**config.mk**
```make
export PLATFORM = sky130hd
export DESIGN_NAME = eft_map
export DESIGN_NICKNAME = d
export VERILOG_FILES = /design/src/hdl/eft_pkg.sv /design/src/hdl/eft_map.sv
export SDC_FILE = /design/constraint.sdc
export NUM_CORES = 2
export LEC_CHECK = 0
export ABC_CLOCK_PERIOD_IN_PS = 6100
export BUFFER_PORTS_ARGS = -buffer_cell sky130_fd_sc_hd__buf_4
export CELL_PAD_IN_SITES_DETAIL_PLACEMENT = 0
export CELL_PAD_IN_SITES_GLOBAL_PLACEMENT = 1
export CORE_ASPECT_RATIO = 1.25
export CORE_UTILIZATION = 35
export DETAILED_ROUTE_END_ITERATION = 16
export GPL_ROUTABILITY_DRIVEN = 0
export PLACE_DENSITY_LB_ADDON = 0.1
export RECOVER_POWER = 50
export SLEW_MARGIN = 0
export SYNTH_ARGS = -nofsm -noshare
export SYNTH_HDL_FRONTEND = slang
export SYNTH_SLANG_ARGS = --single-unit
export TNS_END_PERCENT = 10
```
**constraint.sdc**
```tcl
create_clock -name clk -period 6.1 [get_ports clk]
set_input_delay 0.61 -clock clk [delete_from_list [all_inputs] [get_ports clk]]
set_output_delay 0.61 -clock clk [all_outputs]
set_load 0.1 [all_outputs]
```
**src/hdl/eft_pkg.sv**
```systemverilog
`default_nettype none
package eft_pkg;

    localparam int OUT_COORD_W = 12;
    localparam int ITER_W      = 9;
    localparam int COLOR_W     = 8;
    localparam int VAL_W       = 32;
    localparam int STEP_W      = 31;
    localparam int CFG_IDX_W   = 8;
    localparam int DIV_STEPS   = 9;

    localparam int DEF_MAX_ITER_CELLS = 256;
    localparam int DEF_COORD_BITS     = 12;
    localparam int DEF_FRAC_BITS      = 28;

    localparam logic [CFG_IDX_W-1:0] REG_ORIGIN_RE  = 8'd0;
    localparam logic [CFG_IDX_W-1:0] REG_ORIGIN_IM  = 8'd1;
    localparam logic [CFG_IDX_W-1:0] REG_PIXEL_STEP = 8'd2;
    localparam logic [CFG_IDX_W-1:0] REG_MAX_ITER   = 8'd3;

    localparam logic [VAL_W-1:0]  RST_ORIGIN_RE  = 32'hE000_0000;
    localparam logic [VAL_W-1:0]  RST_ORIGIN_IM  = 32'h1000_0000;
    localparam logic [STEP_W-1:0] RST_PIXEL_STEP = 31'h0010_0000;
    localparam logic [ITER_W-1:0] RST_MAX_ITER   = 9'd256;

    localparam logic [COLOR_W-1:0] COLOR_MAX = 8'd255;

    // Per-pixel control that travels down the chain with the data.
    typedef struct packed {
        logic                   valid;
        logic                   done;
        logic [OUT_COORD_W-1:0] col;
        logic [OUT_COORD_W-1:0] row;
    } eft_tag_t;

    // Clamp a 65-bit signed value to the 32-bit signed range.
    function automatic logic [VAL_W-1:0] sat32(input logic signed [64:0] v);
        logic [VAL_W-1:0] r;
        if (v > 65'sh0_7FFF_FFFF)
            r = 32'h7FFF_FFFF;
        else if (v < -65'sh0_8000_0000)
            r = 32'h8000_0000;
        else
            r = v[VAL_W-1:0];
        return r;
    endfunction

endpackage
`default_nettype wire

```
**src/hdl/eft_map.sv**
```systemverilog
`default_nettype none
module eft_map #(
    parameter int COORD_BITS = 12,
    parameter int NW         = 9
) (
    input  wire logic                          clk,
    input  wire logic                          rst_n,
    input  wire logic                          en,
    input  wire logic                          in_fire,
    input  wire logic [COORD_BITS-1:0]         col,
    input  wire logic [COORD_BITS-1:0]         row,
    input  wire logic [eft_pkg::VAL_W-1:0]     origin_re,
    input  wire logic [eft_pkg::VAL_W-1:0]     origin_im,
    input  wire logic [eft_pkg::STEP_W-1:0]    pixel_step,
    output eft_pkg::eft_tag_t                  tag_o,
    output logic [eft_pkg::VAL_W-1:0]          cre_o,
    output logic [eft_pkg::VAL_W-1:0]          cim_o,
    output logic [NW-1:0]                      n_o
);
    import eft_pkg::*;

    localparam int PW = COORD_BITS + STEP_W;

    eft_tag_t         tag_reg, tag_next;
    logic [PW-1:0]    dre_reg, dim_reg;
    eft_tag_t         tag2_reg;
    logic [VAL_W-1:0] cre_reg, cim_reg;
    logic signed [64:0] re_sum, im_sum;

    always_comb
    begin
        tag_next       = '0;
        tag_next.valid = in_fire;
        tag_next.col   = OUT_COORD_W'(col);
        tag_next.row   = OUT_COORD_W'(row);
    end

    always_comb
    begin
        re_sum = $signed({{33{origin_re[VAL_W-1]}}, origin_re}) + $signed(65'(dre_reg));
        im_sum = $signed({{33{origin_im[VAL_W-1]}}, origin_im}) - $signed(65'(dim_reg));
    end

    always_ff @(posedge clk or negedge rst_n)
    begin
        if (!rst_n)
        begin
            tag_reg  <= '0;
            tag2_reg <= '0;
        end
        else if (en)
        begin
            tag_reg  <= tag_next;
            tag2_reg <= tag_reg;
        end
    end

    always_ff @(posedge clk)
    begin
        if (en)
        begin
            dre_reg <= PW'(col) * PW'(pixel_step);
            dim_reg <= PW'(row) * PW'(pixel_step);
            cre_reg <= sat32(re_sum);
            cim_reg <= sat32(im_sum);
        end
    end

    assign tag_o = tag2_reg;
    assign cre_o = cre_reg;
    assign cim_o = cim_reg;
    assign n_o   = '0;

endmodule
`default_nettype wire

```
; After elaboration in Yosys (flattened, before gate mapping)
; Index checks and enable logic that the tools add are counted.
[word_totals]
out_inout_bits = 99
regBits = 200
[op_classes]
add_sub_neg = 2
multipliers = 2
order_cmp = 4
muxes = 2
[ops]
columns = operator, count
row1 = $gt 45x32->1 const B, 2
row2 = $lt 45x32->1 const B, 2
row3 = $mul 12x31->43, 2
row4 = $mux 32, 2
row5 = $add 32x44->45, 1
row6 = $sub 32x44->45, 1

; Logic depth before layout (Yosys ltp)
[logic_depth]
ltp_word = 3
mapped_depth = 24
depth_no_buf = 23

; Least setup slack after synthesis
; No wires, ideal clock.
[synth_path]
path_type = input to register
startpoint = input port col[3]
endpoint = register dre_reg[41] (data pin)
required_time_ps = 5838
cell_stages = 22
arrival_ps = 5981
setup_time_ps = 262
slack_ps = -142
cell_sequence = clkbuf_1 > nand2_1 > fa_1 > fa_1 > fa_1 > inv_1 > fa_1 > inv_1 > fa_1 > inv_1 > ha_1 > o21a_1 > o21ai_0 > nand3b_1 > o21a_1 > o22ai_1 > a211o_1 > a31oi_1 > o21ai_0 > a31o_2 > a211oi_1 > xnor2_1
[synth_between]
elab_chain_cells = 1
[synth_lines]
columns = element, line_no
row1 = from (decl), eft_map.sv:10  ; input wire logic [COORD_BITS-1:0] col,
row2 = $mul 12x31->43, eft_map.sv:62  ; dre_reg <= PW'(col) * PW'(pixel_step);
row3 = to (signal assigned), eft_map.sv:62
row4 = to (decl), eft_map.sv:25  ; logic [PW-1:0] dre_reg, dim_reg;
; No other way between the ends.
; A chain may end at the register's enable or synchronous reset.

; Worst setup path after layout
[layout_path]
startpoint = input port pixel_step[7] in the netlist's numbering
endpoint = register dim_reg[42] (data pin)
[layout_between]
elab_chain_cells = 1
[layout_lines]
columns = element, line_no
row1 = from (decl), eft_map.sv:14  ; input wire logic [eft_pkg::STEP_W-1:0] pixel_step,
row2 = $mul 12x31->43, eft_map.sv:63  ; dim_reg <= PW'(row) * PW'(pixel_step);
row3 = to (signal assigned), eft_map.sv:63
row4 = to (decl), eft_map.sv:25
; No other way between the ends.

==> run metrics <==
largest net degree at the start of global routing=126; Worst path max stage delay=550 ps; hold slack=307 ps; met1 wire length=39.5 mm; Rows=128; layout cells sized above 1=16.6%; CTS Buf Count=17; Hold Path Class=in -> reg; CTS tree=built; commonest cells after routing, fill and taps aside=inv_1 (727), nand2_1 (607), fa_1 (582); TritonRoute pass-1 iters=6; Seq/Total Area, Yosys=16.6%; Routed Antenna Nets=0; clock latency on the worst-skew pair=540 ps; first-pass GRT wire length=145 mm; EDFF count, synth=150; CP max stage cell=fa_1; crit-path most repeated cell=fa_1; fin worst setup slack=276 ps; worst vdd ir=473 µV; met2 WL post-DR=45.7 mm; Top FF cell, synth=edfxtp_1; Register Area=5760 µm²; met3 wire len=2.44 mm; Crit path depth=23; multi-input logic area=25400 µm²; status=finished with violations; PD cells=611 nW/µm²; Die Wd=283 µm; # clock sinks=200; Final Hold Vio Count=0; mean number of vias per cell=4.78; FF-to-FF setup slack=1420 ps; Setup CP Type=in -> reg; Critical Path RT=6380 ps; Netlist cell types=74; HP Start=in_fire; Final Max Slew Viols=127; GR Overflow Total=0; die footprint=100000 µm²; CTS H-Tree Depth=4; Ant. Diodes=0; Max clock buf depth=2; initial antenna violation count=4; design area=40300 µm²; top sig layer=met5; relative slew slack=-194%; RR Startpoint=dim_reg[4]; part of the cycle the worst path needs=95.5%; Post-DP Area=39700 µm²; CP endpoint kind=flop; delay-heaviest family, CP=adder cells; Synth-to-Final Area Change=16.5%; FF+latch count, synth=200; DRC viols=0; Die Ht=354 µm; Placement Setup Slack=-479 ps; all-layer global routing usage=18.3%; Mapped Area=34600 µm²; placed cells=5425; core box area=97700 µm²; Clock transition at path regs=80 ps; Final Power=24600 µW; Routed WL per cell=16.3 µm; initial DRC count=902; Synth Instances=3751; Final #Nets=5100; WP buf/inv=5; IO buf count=211; Root Driver=clkbuf_16; WP data arrival=6100 ps; hold depth=2; syn avg cell area=9.23 µm²; crit path launch type=input port; Routed Wire Length=88.7 mm; fill count=10000; Vias=26100; Max Cap Viol=2; fin crit period=5820 ps; Ports=222; vias in the first global route=28000; Setup crit start=pixel_step[7]; Slew @ Worst Pin=4410 ps; failing checks=max-capacitance violations, max-slew violations; Yosys Warn Count=0; Worst R2R Path Depth=12; Post-synth ARST share=25.0%; Worst Skew=20.6 ps; Starting Density=35.4%; DPL Wire Length=74.6 mm; Max FO, Critical Path=7; final non-filler cell total=5456; Max Fclk=0.172 GHz; cts hold-fix bufs=0; crit-path cells=buf_4 -> buf_4 -> nand2_1 -> fa_1 -> inv_1 -> fa_1 -> fa_1 -> fa_1 -> fa_1 -> ha_1 -> a21o_1 -> a21o_1 -> a21oi_1 -> o21ai_0 -> o2111ai_1 -> a211oi_1 -> buf_4 -> buf_4 -> o2111ai_1 -> a41oi_1 -> o21ai_0 -> nand2b_1 -> xnor2_1; Setup-failing EPs final=0; Pleak=0.0200 µW; most common cell after layout, fill and taps aside=inv_1
[layer usage]
layer / global-route usage, % / vias to the layer above
met5: 0 / -
met4: 3.57 / 8
met3: 2.74 / 61
met2: 33.0 / 306
met1: 23.0 / 13100
li1: - / 12600
[per-stage QoR]
step,TNS (ps),util [%]
detailed placement,-6100,40.6
floorplan,-37.3,-
global placement,-4930,40.6
CTS,0,41.2
finish,0,41.3
global route,-7.07,41.3
[power breakdown]
part	internal [µW]	total, µW	leakage (µW)	switching, µW
registers	2740	2880	0.00206	145
logic	9420	20500	0.0176	11100
clock network	613	1230	0.000287	615
total	12800	24600	0.0200	11800
[worst paths after layout]
kind / endpoint
min: tag_reg[25]
max: dim_reg[42]
max in group asynchronous: tag_o[4]
max reg2reg: cim_o[2]
min in group asynchronous: tag_o[13]
min reg2reg: tag_o[1]
[timing repair]
action / 4_1_cts / 5_1_grt
endpoints found under the setup margin: 0 / 11
resized for setup: 0 / 14
buffers inserted: 0 / 1
[cell type report]
cell class | count | share of cell area [%]
repair buffers | 543 | 10.4
multi-input cells | 2656 | 63.1
clock inverters | 12 | 0.407
flip-flops and latches | 200 | 14.3
clock buffers | 18 | 1.06
well taps | 1300 | 4.04
inverters | 727 | 6.77
[cells by family (layout without fill, tap and decap cells)]
| family | after synthesis | count (layout) | synth area share (%) |
|---|---|---|---|
| AND/OR/NAND/NOR | 1074 | 1074 | 14.4 |
| buffers and inverters | 904 | 1300 | 10.1 |
| adder cells (fa/ha/maj) | 832 | 832 | 42.7 |
| AO/OA/AOI/OAI | 533 | 533 | 10.5 |
| flip-flops | 200 | 200 | 16.6 |
| XOR/XNOR | 151 | 151 | 3.82 |
| multiplexers | 56 | 56 | 1.80 |
| other | 1 | 10 | 0.0108 |
[cell usage after synthesis, drive strengths merged, types with 4 or more instances]
library cell  number  share of area, %
xor2              56               1.4
mux2i              5              0.14
dfrtp             50               3.6
and2             227               4.1
mux2              51               1.7
o22ai              4             0.090
and4               7              0.18
a21o              81               1.8
inv              727               7.9
o21bai            26              0.56
a41oi             10              0.31
clkbuf           145               1.6
o21ai            143               2.6
nand2            607               6.6
nor3              29              0.43
a21oi            132               1.9
o2111ai            5              0.13
nor2              69              0.75
nand2b            23              0.42
ha               250               9.0
a21boi             8              0.17
nor2b             15              0.27
a211oi            20              0.43
nand4             16              0.29
o211a              4              0.12
or3               10              0.18
nand3             31              0.45
a2111oi            4              0.10
o21a              13              0.28
o31a               5              0.13
or2                6              0.11
o211ai            16              0.35
buf               32              0.66
a211o              8              0.20
fa               582                34
a31oi             19              0.34
edfxtp           150                13
nor4               5             0.090
and3              20              0.36
xnor2             95               2.4
o31ai              9              0.24
(Power assumes the default switching activity.)
