<file path="src/hdl/eft_pkg.sv">
`default_nettype none
package eft_pkg;

    localparam int OUT_COORD_W = 12;
    localparam int ITER_W      = 9;
    localparam int COLOR_W     = 8;
    localparam int VAL_W       = 32;
    localparam int STEP_W      = 31;
    localparam int CFG_IDX_W   = 8;
    localparam int DIV_STEPS   = 9;

    localparam int DEF_MAX_ITER_CELLS = 256;
    localparam int DEF_COORD_BITS     = 12;
    localparam int DEF_FRAC_BITS      = 28;

    localparam logic [CFG_IDX_W-1:0] REG_ORIGIN_RE  = 8'd0;
    localparam logic [CFG_IDX_W-1:0] REG_ORIGIN_IM  = 8'd1;
    localparam logic [CFG_IDX_W-1:0] REG_PIXEL_STEP = 8'd2;
    localparam logic [CFG_IDX_W-1:0] REG_MAX_ITER   = 8'd3;

    localparam logic [VAL_W-1:0]  RST_ORIGIN_RE  = 32'hE000_0000;
    localparam logic [VAL_W-1:0]  RST_ORIGIN_IM  = 32'h1000_0000;
    localparam logic [STEP_W-1:0] RST_PIXEL_STEP = 31'h0010_0000;
    localparam logic [ITER_W-1:0] RST_MAX_ITER   = 9'd256;

    localparam logic [COLOR_W-1:0] COLOR_MAX = 8'd255;

    // Per-pixel control that travels down the chain with the data.
    typedef struct packed {
        logic                   valid;
        logic                   done;
        logic [OUT_COORD_W-1:0] col;
        logic [OUT_COORD_W-1:0] row;
    } eft_tag_t;

    // Clamp a 65-bit signed value to the 32-bit signed range.
    function automatic logic [VAL_W-1:0] sat32(input logic signed [64:0] v);
        logic [VAL_W-1:0] r;
        if (v > 65'sh0_7FFF_FFFF)
            r = 32'h7FFF_FFFF;
        else if (v < -65'sh0_8000_0000)
            r = 32'h8000_0000;
        else
            r = v[VAL_W-1:0];
        return r;
    endfunction

endpackage
`default_nettype wire

</file>
<file path="src/hdl/eft_color.sv">
`default_nettype none
module eft_color #(
    parameter int NW = 9
) (
    input  wire logic                         clk,
    input  wire logic                         rst_n,
    input  wire logic                         en,
    input  wire logic [NW-1:0]                lim,
    input  wire eft_pkg::eft_tag_t            tag_i,
    input  wire logic [NW-1:0]                n_i,
    output logic                              out_valid,
    output logic [eft_pkg::OUT_COORD_W-1:0]   out_col,
    output logic [eft_pkg::OUT_COORD_W-1:0]   out_row,
    output logic [eft_pkg::ITER_W-1:0]        iter_count,
    output logic [eft_pkg::COLOR_W-1:0]       red,
    output logic [eft_pkg::COLOR_W-1:0]       green,
    output logic [eft_pkg::COLOR_W-1:0]       blue
);
    import eft_pkg::*;

    localparam int RW = NW + DIV_STEPS;

    // Restoring division of 256*n by the limit, one quotient bit per stage.
    eft_tag_t               tag_reg [0:DIV_STEPS];
    logic [NW-1:0]          n_reg   [0:DIV_STEPS];
    logic [RW-1:0]          rem_reg [0:DIV_STEPS];
    logic [DIV_STEPS-1:0]   q_reg   [0:DIV_STEPS];

    always_ff @(posedge clk or negedge rst_n)
    begin
        if (!rst_n)
            tag_reg[0] <= '0;
        else if (en)
            tag_reg[0] <= tag_i;
    end

    always_ff @(posedge clk)
    begin
        if (en)
        begin
            n_reg[0]   <= n_i;
            rem_reg[0] <= RW'(n_i) << 8;
            q_reg[0]   <= '0;
        end
    end

    for (genvar s = 0; s < DIV_STEPS; s++)
    begin : g_div
        localparam int SH = DIV_STEPS - 1 - s;
        logic [RW-1:0] dvs;
        logic          ge;
        assign dvs = RW'(lim) << SH;
        assign ge  = rem_reg[s] >= dvs;

        always_ff @(posedge clk or negedge rst_n)
        begin
            if (!rst_n)
                tag_reg[s+1] <= '0;
            else if (en)
                tag_reg[s+1] <= tag_reg[s];
        end

        always_ff @(posedge clk)
        begin
            if (en)
            begin
                n_reg[s+1]   <= n_reg[s];
                rem_reg[s+1] <= ge ? rem_reg[s] - dvs : rem_reg[s];
                q_reg[s+1]   <= q_reg[s] | (ge ? DIV_STEPS'(1) << SH : '0);
            end
        end
    end

    logic                   valid_reg;
    logic [OUT_COORD_W-1:0] col_reg, row_reg;
    logic [ITER_W-1:0]      iter_reg;
    logic [COLOR_W-1:0]     red_reg, green_reg, blue_reg;
    logic [DIV_STEPS-1:0]   q;
    logic [DIV_STEPS:0]     g_sum, b_val;

    always_comb
    begin
        q     = q_reg[DIV_STEPS];
        g_sum = 10'd128 + 10'(q >> 1);
        // 256 minus the quotient rounded up.
        b_val = 10'd256 - 10'(q) - 10'(rem_reg[DIV_STEPS] != '0);
    end

    always_ff @(posedge clk or negedge rst_n)
    begin
        if (!rst_n)
            valid_reg <= 1'b0;
        else if (en)
            valid_reg <= tag_reg[DIV_STEPS].valid;
    end

    always_ff @(posedge clk)
    begin
        if (en)
        begin
            col_reg   <= tag_reg[DIV_STEPS].col;
            row_reg   <= tag_reg[DIV_STEPS].row;
            iter_reg  <= ITER_W'(n_reg[DIV_STEPS]);
            red_reg   <= (q > 9'd255) ? COLOR_MAX : q[COLOR_W-1:0];
            green_reg <= (g_sum > 10'd255) ? COLOR_MAX : g_sum[COLOR_W-1:0];
            blue_reg  <= (b_val > 10'd255) ? COLOR_MAX : b_val[COLOR_W-1:0];
        end
    end

    assign out_valid  = valid_reg;
    assign out_col    = col_reg;
    assign out_row    = row_reg;
    assign iter_count = iter_reg;
    assign red        = red_reg;
    assign green      = green_reg;
    assign blue       = blue_reg;

    // A pixel that never iterated gets no red and full blue.
    a_zero_ramp: assert property (@(posedge clk) disable iff (!rst_n)
        (en && tag_reg[DIV_STEPS].valid && n_reg[DIV_STEPS] == '0)
        |=> (red_reg == '0 && blue_reg == COLOR_MAX))
        else $error("zero count gave wrong color");

    // A pixel that hit the limit gets no blue.
    a_full_ramp: assert property (@(posedge clk) disable iff (!rst_n)
        (en && tag_reg[DIV_STEPS].valid && n_reg[DIV_STEPS] == lim)
        |=> (blue_reg == '0 && red_reg == COLOR_MAX))
        else $error("full count gave wrong color");

    // The quotient never exceeds 256 since the count never exceeds the limit.
    a_quot_range: assert property (@(posedge clk) disable iff (!rst_n)
        tag_reg[DIV_STEPS].valid |-> (q_reg[DIV_STEPS] <= 9'd256))
        else $error("ramp quotient out of range");

endmodule
`default_nettype wire
</file>
<file path="config.mk">
export PLATFORM = sky130hd
export DESIGN_NAME = eft_color
export DESIGN_NICKNAME = d
export VERILOG_FILES = /design/src/hdl/eft_pkg.sv /design/src/hdl/eft_color.sv
export SDC_FILE = /design/constraint.sdc
export NUM_CORES = 1
export LEC_CHECK = 0
export BUFFER_PORTS_ARGS = -buffer_cell sky130_fd_sc_hd__buf_2
export CORE_ASPECT_RATIO = 0.5
export CORE_UTILIZATION = 64
export DETAILED_ROUTE_END_ITERATION = 7
export PLACE_DENSITY = 0.82
export SKIP_LAST_GASP = 1
export SLEW_MARGIN = 0
export SYNTH_ARGS = -nofsm -noshare
export SYNTH_HDL_FRONTEND = slang
export SYNTH_SLANG_ARGS = --single-unit
export TNS_END_PERCENT = 1
</file>
<file path="constraint.sdc">
create_clock -name clk -period 4.4 [get_ports clk]
set_clock_uncertainty 0.1 [all_clocks]
set_input_delay 0.44 -clock clk [delete_from_list [all_inputs] [get_ports clk]]
set_output_delay 0.44 -clock clk [all_outputs]
set_load 0.005 [all_outputs]
</file>
Word-level counts from Yosys, hierarchy flattened --
Memory sizes are Yosys's and may differ from the RTL's. A register that Yosys moved wholly into a read port is not among the register bits. Cells that the tools add are included.
Word-level totals: input port bits 47, register bits 299, output and inout port bits 58, logic and storage cells 93, bits in writable memories 360, memories kept 3
Memories:
- rem_reg | depth 10, width 18, read ports 10, clocked after Yosys merged registers in 0, wr ports 10, RTL line eft_color.sv:26 | logic [RW-1:0] rem_reg [0:DIV_STEPS];
- n_reg | depth 10, width 9, read ports 10, clocked after Yosys merged registers in 1, wr ports 10, RTL line eft_color.sv:25 | logic [NW-1:0] n_reg [0:DIV_STEPS];
- q_reg | depth 10, width 9, read ports 10, clocked after Yosys merged registers in 0, wr ports 10, RTL line eft_color.sv:27 | logic [DIV_STEPS-1:0] q_reg [0:DIV_STEPS];
Cells by class: bitwise operators 9, reduce and logical (&&, ||, !) cells 1, muxes and demuxes 20, $add $sub $neg 12, order comparisons 12
Operators with widths (count):
- $mux W18 | 9
- $ge A18 B10 Y1 | 1
- $ge A18 B11 Y1 | 1
- $ge A18 B12 Y1 | 1
- $ge A18 B13 Y1 | 1
- $ge A18 B14 Y1 | 1
- $ge A18 B15 Y1 | 1
- $ge A18 B16 Y1 | 1
- $ge A18 B17 Y1 | 1
- $ge A18 B9 Y1 | 1
- $gt A9 B8 Y1 const B | 2
- $reduce_bool A18 Y1 | 1
- $sub A18 B10 Y18 | 1
- $sub A18 B11 Y18 | 1
- $sub A18 B12 Y18 | 1
- $sub A18 B13 Y18 | 1
- $sub A18 B14 Y18 | 1
- $sub A18 B15 Y18 | 1
- $sub A18 B16 Y18 | 1
- $sub A18 B17 Y18 | 1
- $sub A18 B9 Y18 | 1
- $gt A10 B8 Y1 const B | 1
- $sub A10 B1 Y10 | 1
- $sub A9 B9 Y10 const A | 1
- 19 further kinds | 21

Logic depth before layout (Yosys ltp) --
An unclocked memory read counts as a cell.
depth in word-level cells 4, gate-level depth with buffers 13, gate-level depth less buffers 13

Worst setup path before layout --
No wires, ideal clock.
path kind reg-to-reg, start memory rem_reg[9][3] (netlist bit), end register blue_reg[5], in the netlist blue[5], data pin, arrival time 2.535 ns, cell stages (with the launch flop) 13, setup time 0.266 ns, slack 1.499 ns, clock period less this slack 2.901 ns, cell sequence edfxtp_1 or4_1 nor4_1 ha_1 ha_1 inv_1 ha_1 or2_2 a21oi_1 o211a_1 mux2i_1 nand2_1 o21ai_0
RTL lines:
- start, declared | RTL line eft_color.sv:26
- end signal, assigned | RTL line eft_color.sv:106 | blue_reg <= (b_val > 10'd255) ? COLOR_MAX : b_val[COLOR_W-1:0];
- end, declared | RTL line eft_color.sv:77 | logic [COLOR_W-1:0] red_reg, green_reg, blue_reg;

==> flow_metrics.env <==
export IMPL_status="complete, no violations"
export IMPL_dr_pass1_iters=5
export IMPL_clk_latency_ns=0.57
export IMPL_synth_edf_count=318
export IMPL_drt_iter0_drc=1242
export IMPL_cp_required_ns=4.62
export IMPL_initial_core_util_pct=65.7
export IMPL_io_buffers=103
export IMPL_slew_viol_final=0
export IMPL_maxCapViolCount=0
export IMPL_max_vdd_ir_drop_mv=0.323
export IMPL_period_needed_ns=3.55
export IMPL_worstMarginPinSlew_ns=0.771
export IMPL_core_um2=37800
export IMPL_cts_buffer_depth=3
export IMPL_clockRootBuffer="clkbuf_16"
export IMPL_hp_class="primary input to flip-flop"
export IMPL_synthArstFlopShare_pct=44.1
export IMPL_tritoncts="built"
export IMPL_arrival_ns=3.77
export IMPL_fin_ws_ns=0.848
export IMPL_synth_nets=1855
export IMPL_dieHeight_um=141
export IMPL_synth_top_area_cell="edfxtp_1"
export IMPL_hold_viol_final=0
export IMPL_largest_reg_flops=250
export IMPL_synth_area_per_cell_um2=14.6
export IMPL_relSlewSlack_pct=48.2
export IMPL_yosysTopAreaCellShare_pct=38.5
export IMPL_critical_path_class="flip-flop to flip-flop"
export IMPL_track_usage_pct=23.1
export IMPL_p_per_area_nw_per_um2=551
export IMPL_path_max_fanout=7
export IMPL_grt_max_degree=117
export IMPL_first_global_vias=13980
export IMPL_wl_per_cell_um=18.5
export IMPL_drc=0
export IMPL_endpoint_kind="flip-flop"
export IMPL_die_w_um=281
export IMPL_boundaryPins=105
export IMPL_synth_area_leaders="edfxtp_1 (38%), dfrtp_1 (25%), mux2_2 (13%)"
export IMPL_cts_max_level=2
export IMPL_period_share_pct=80.7
export IMPL_finalSetupViolations=0
export IMPL_ant_nets=0
export IMPL_drive_above_1_share_pct=26.7
export IMPL_synthCells=1701
export IMPL_start_kind="flip-flop"
export IMPL_dr_total_vias=14109
export IMPL_ys_seq_elements=569
export IMPL_synth_distinct_cells=74
export IMPL_antenna_cells=0
export IMPL_fin_nets=2029
export IMPL_ys_warn_count=0
export IMPL_synth_seq_area_share_pct=63.7
export IMPL_area_growth_pct=13.1
export IMPL_post_place_ws_ns=0.833
export IMPL_via_per_inst=5.81
export IMPL_cts_setup_buffers=0
export IMPL_post_route_util_pct=74.3
export IMPL_clk_pin_slew_ns=0.07
export IMPL_rsz0062_at_grt="no"
export IMPL_fmax_mhz=282
export IMPL_syn_area_um2=24800
export IMPL_std_cell_rows=50
export IMPL_antenna_found_initial=0
export IMPL_routed_wl_um=44900
export IMPL_cts_buffers=47
export IMPL_synth_ff_type="edfxtp_1"
export IMPL_place_gp_congestion=0.872
export IMPL_total_leakage_power_nw=11.2
export IMPL_grt_ovfl_total=0
export IMPL_grt_pass1_wl_um=72200
export IMPL_hpwlAfterDp_um=28100
export IMPL_finalSetupTns_ns=0
export IMPL_dieArea_um2=39600
export IMPL_cts_num_sinks=569
## worst max-delay path: stages (launching register included)
cell and delay [ns]:
edfxtp_1 0.36, or4_1 0.51, nor4_1 0.38, ha_1 0.24
ha_1 0.18, inv_1 0.05, ha_1 0.20, or2_2 0.34
a21oi_1 0.26, o211a_1 0.21, mux2i_1 0.10, nand2_1 0.21
o21ai_0 0.13
## cell usage after synthesis (all sizes together) (4+ instances only)
master / number
a211oi: 16
a21o: 13
a21oi: 68
a31oi: 9
and2: 7
buf: 6
clkbuf: 35
dfrtp: 251
edfxtp: 318
fa: 9
ha: 98
inv: 47
mux2: 288
mux2i: 8
nand2: 74
nand2b: 19
nand3: 19
nand3b: 5
nand4: 10
nor2: 94
nor2b: 22
nor3: 29
nor4: 16
nor4b: 5
o211ai: 10
o21a: 17
o21ai: 47
o21bai: 4
o2bb2ai: 4
o31a: 7
o31ai: 7
or2: 8
or3: 6
or4: 5
xnor2: 53
xor2: 29
## cells in the final DEF (no fill, tap or decap), drive strengths merged, types with 10 or more instances in the layout
cell type,count
edfxtp,318
mux2,288
dfrtp,251
buf,131
ha,98
nor2,94
nand2,74
a21oi,68
clkbuf,67
xnor2,53
inv,47
o21ai,47
dlygate4sd3,35
nor3,29
xor2,29
nor2b,22
nand3,19
nand2b,19
o21a,17
a211oi,16
nor4,16
a21o,13
clkinv,12
nand4,10
o211ai,10
## per-stage QoR
step,instance area [um2],power [mW],cells,hold WS (ns)
after floorplan,24800,10.1,1701,0.0444
after global placement,26100,10.9,2311,0.300
after detailed placement,26100,11.1,2311,0.305
after CTS,28100,15.5,2430,0.277
after global routing,28100,16.2,2430,0.302
final,28100,15.5,2430,0.291
## layer usage
| metal | global-route usage [%] | vias to the layer above | part of all wire, % |
|---|---|---|---|
| met5 | 0 | - | 0 |
| met3 | 3.51 | 93 | 4.2 |
| li1 | - | 6671 | - |
| met2 | 40.5 | 321 | 52 |
| met4 | 6.56 | 0 | 2.4 |
| met1 | 30.2 | 7024 | 42 |
## timing repair
item,4_1_cts,5_1_grt
resized for setup,0,0
setup endpoints to repair,0,0
hold buffers,35,0
hold endpoints to repair,130,0
## area by class of cell
| cell class | instances | area (um2) |
|---|---|---|
| Tap cell | 520 | 651 |
| Multi-Input combinational cell | 1043 | 8660 |
| Clock buffer | 67 | 1320 |
| Sequential cell | 569 | 15800 |
| Clock inverter | 17 | 274 |
| Fill cell | 2267 | 9710 |
| Inverter | 48 | 180 |
| Timing Repair Buffer | 166 | 1170 |
## worst paths after layout
path                                    startpoint                        to  slack [ns]  depth (start not counted)
setup / recovery           rem_reg[9][3]$_DFFE_PP_     blue[5]$_SDFFCE_PN1P_        0.85                         12
max in group asynchronous                    rst_n   tag_reg[45]$_DFFE_PN0P_        2.79                          3
min in group asynchronous                    rst_n  tag_reg[205]$_DFFE_PN0P_        0.38                          2
setup reg to reg           rem_reg[9][3]$_DFFE_PP_     blue[5]$_SDFFCE_PN1P_        0.85                         12
hold / removal                                  en  rem_reg[7][15]$_DFFE_PP_        0.29                          1
hold reg to reg              q_reg[2][8]$_DFFE_PP_     q_reg[3][8]$_DFFE_PP_        0.32                          0
## power breakdown
group | internal (mW) | total (mW) | leakage, nW | switching, mW
Clock | 2.46 | 4.36 | 0.781 | 1.90
Sequential | 7.10 | 7.82 | 6.01 | 0.723
Combinational | 1.71 | 3.28 | 4.36 | 1.57
## kinds of logic after synthesis
kind of cell,after synthesis,share of synthesized area [%]
simple gates,330,6.79
fa+ha+maj,107,5.66
xor+xnor,82,2.89
other cells,1,0.0151
compound gates,227,6.02
flops,569,63.7
mux,296,13.5
buf+inv,89,1.40
No activity file was read; power rests on OpenSTA's default activity.
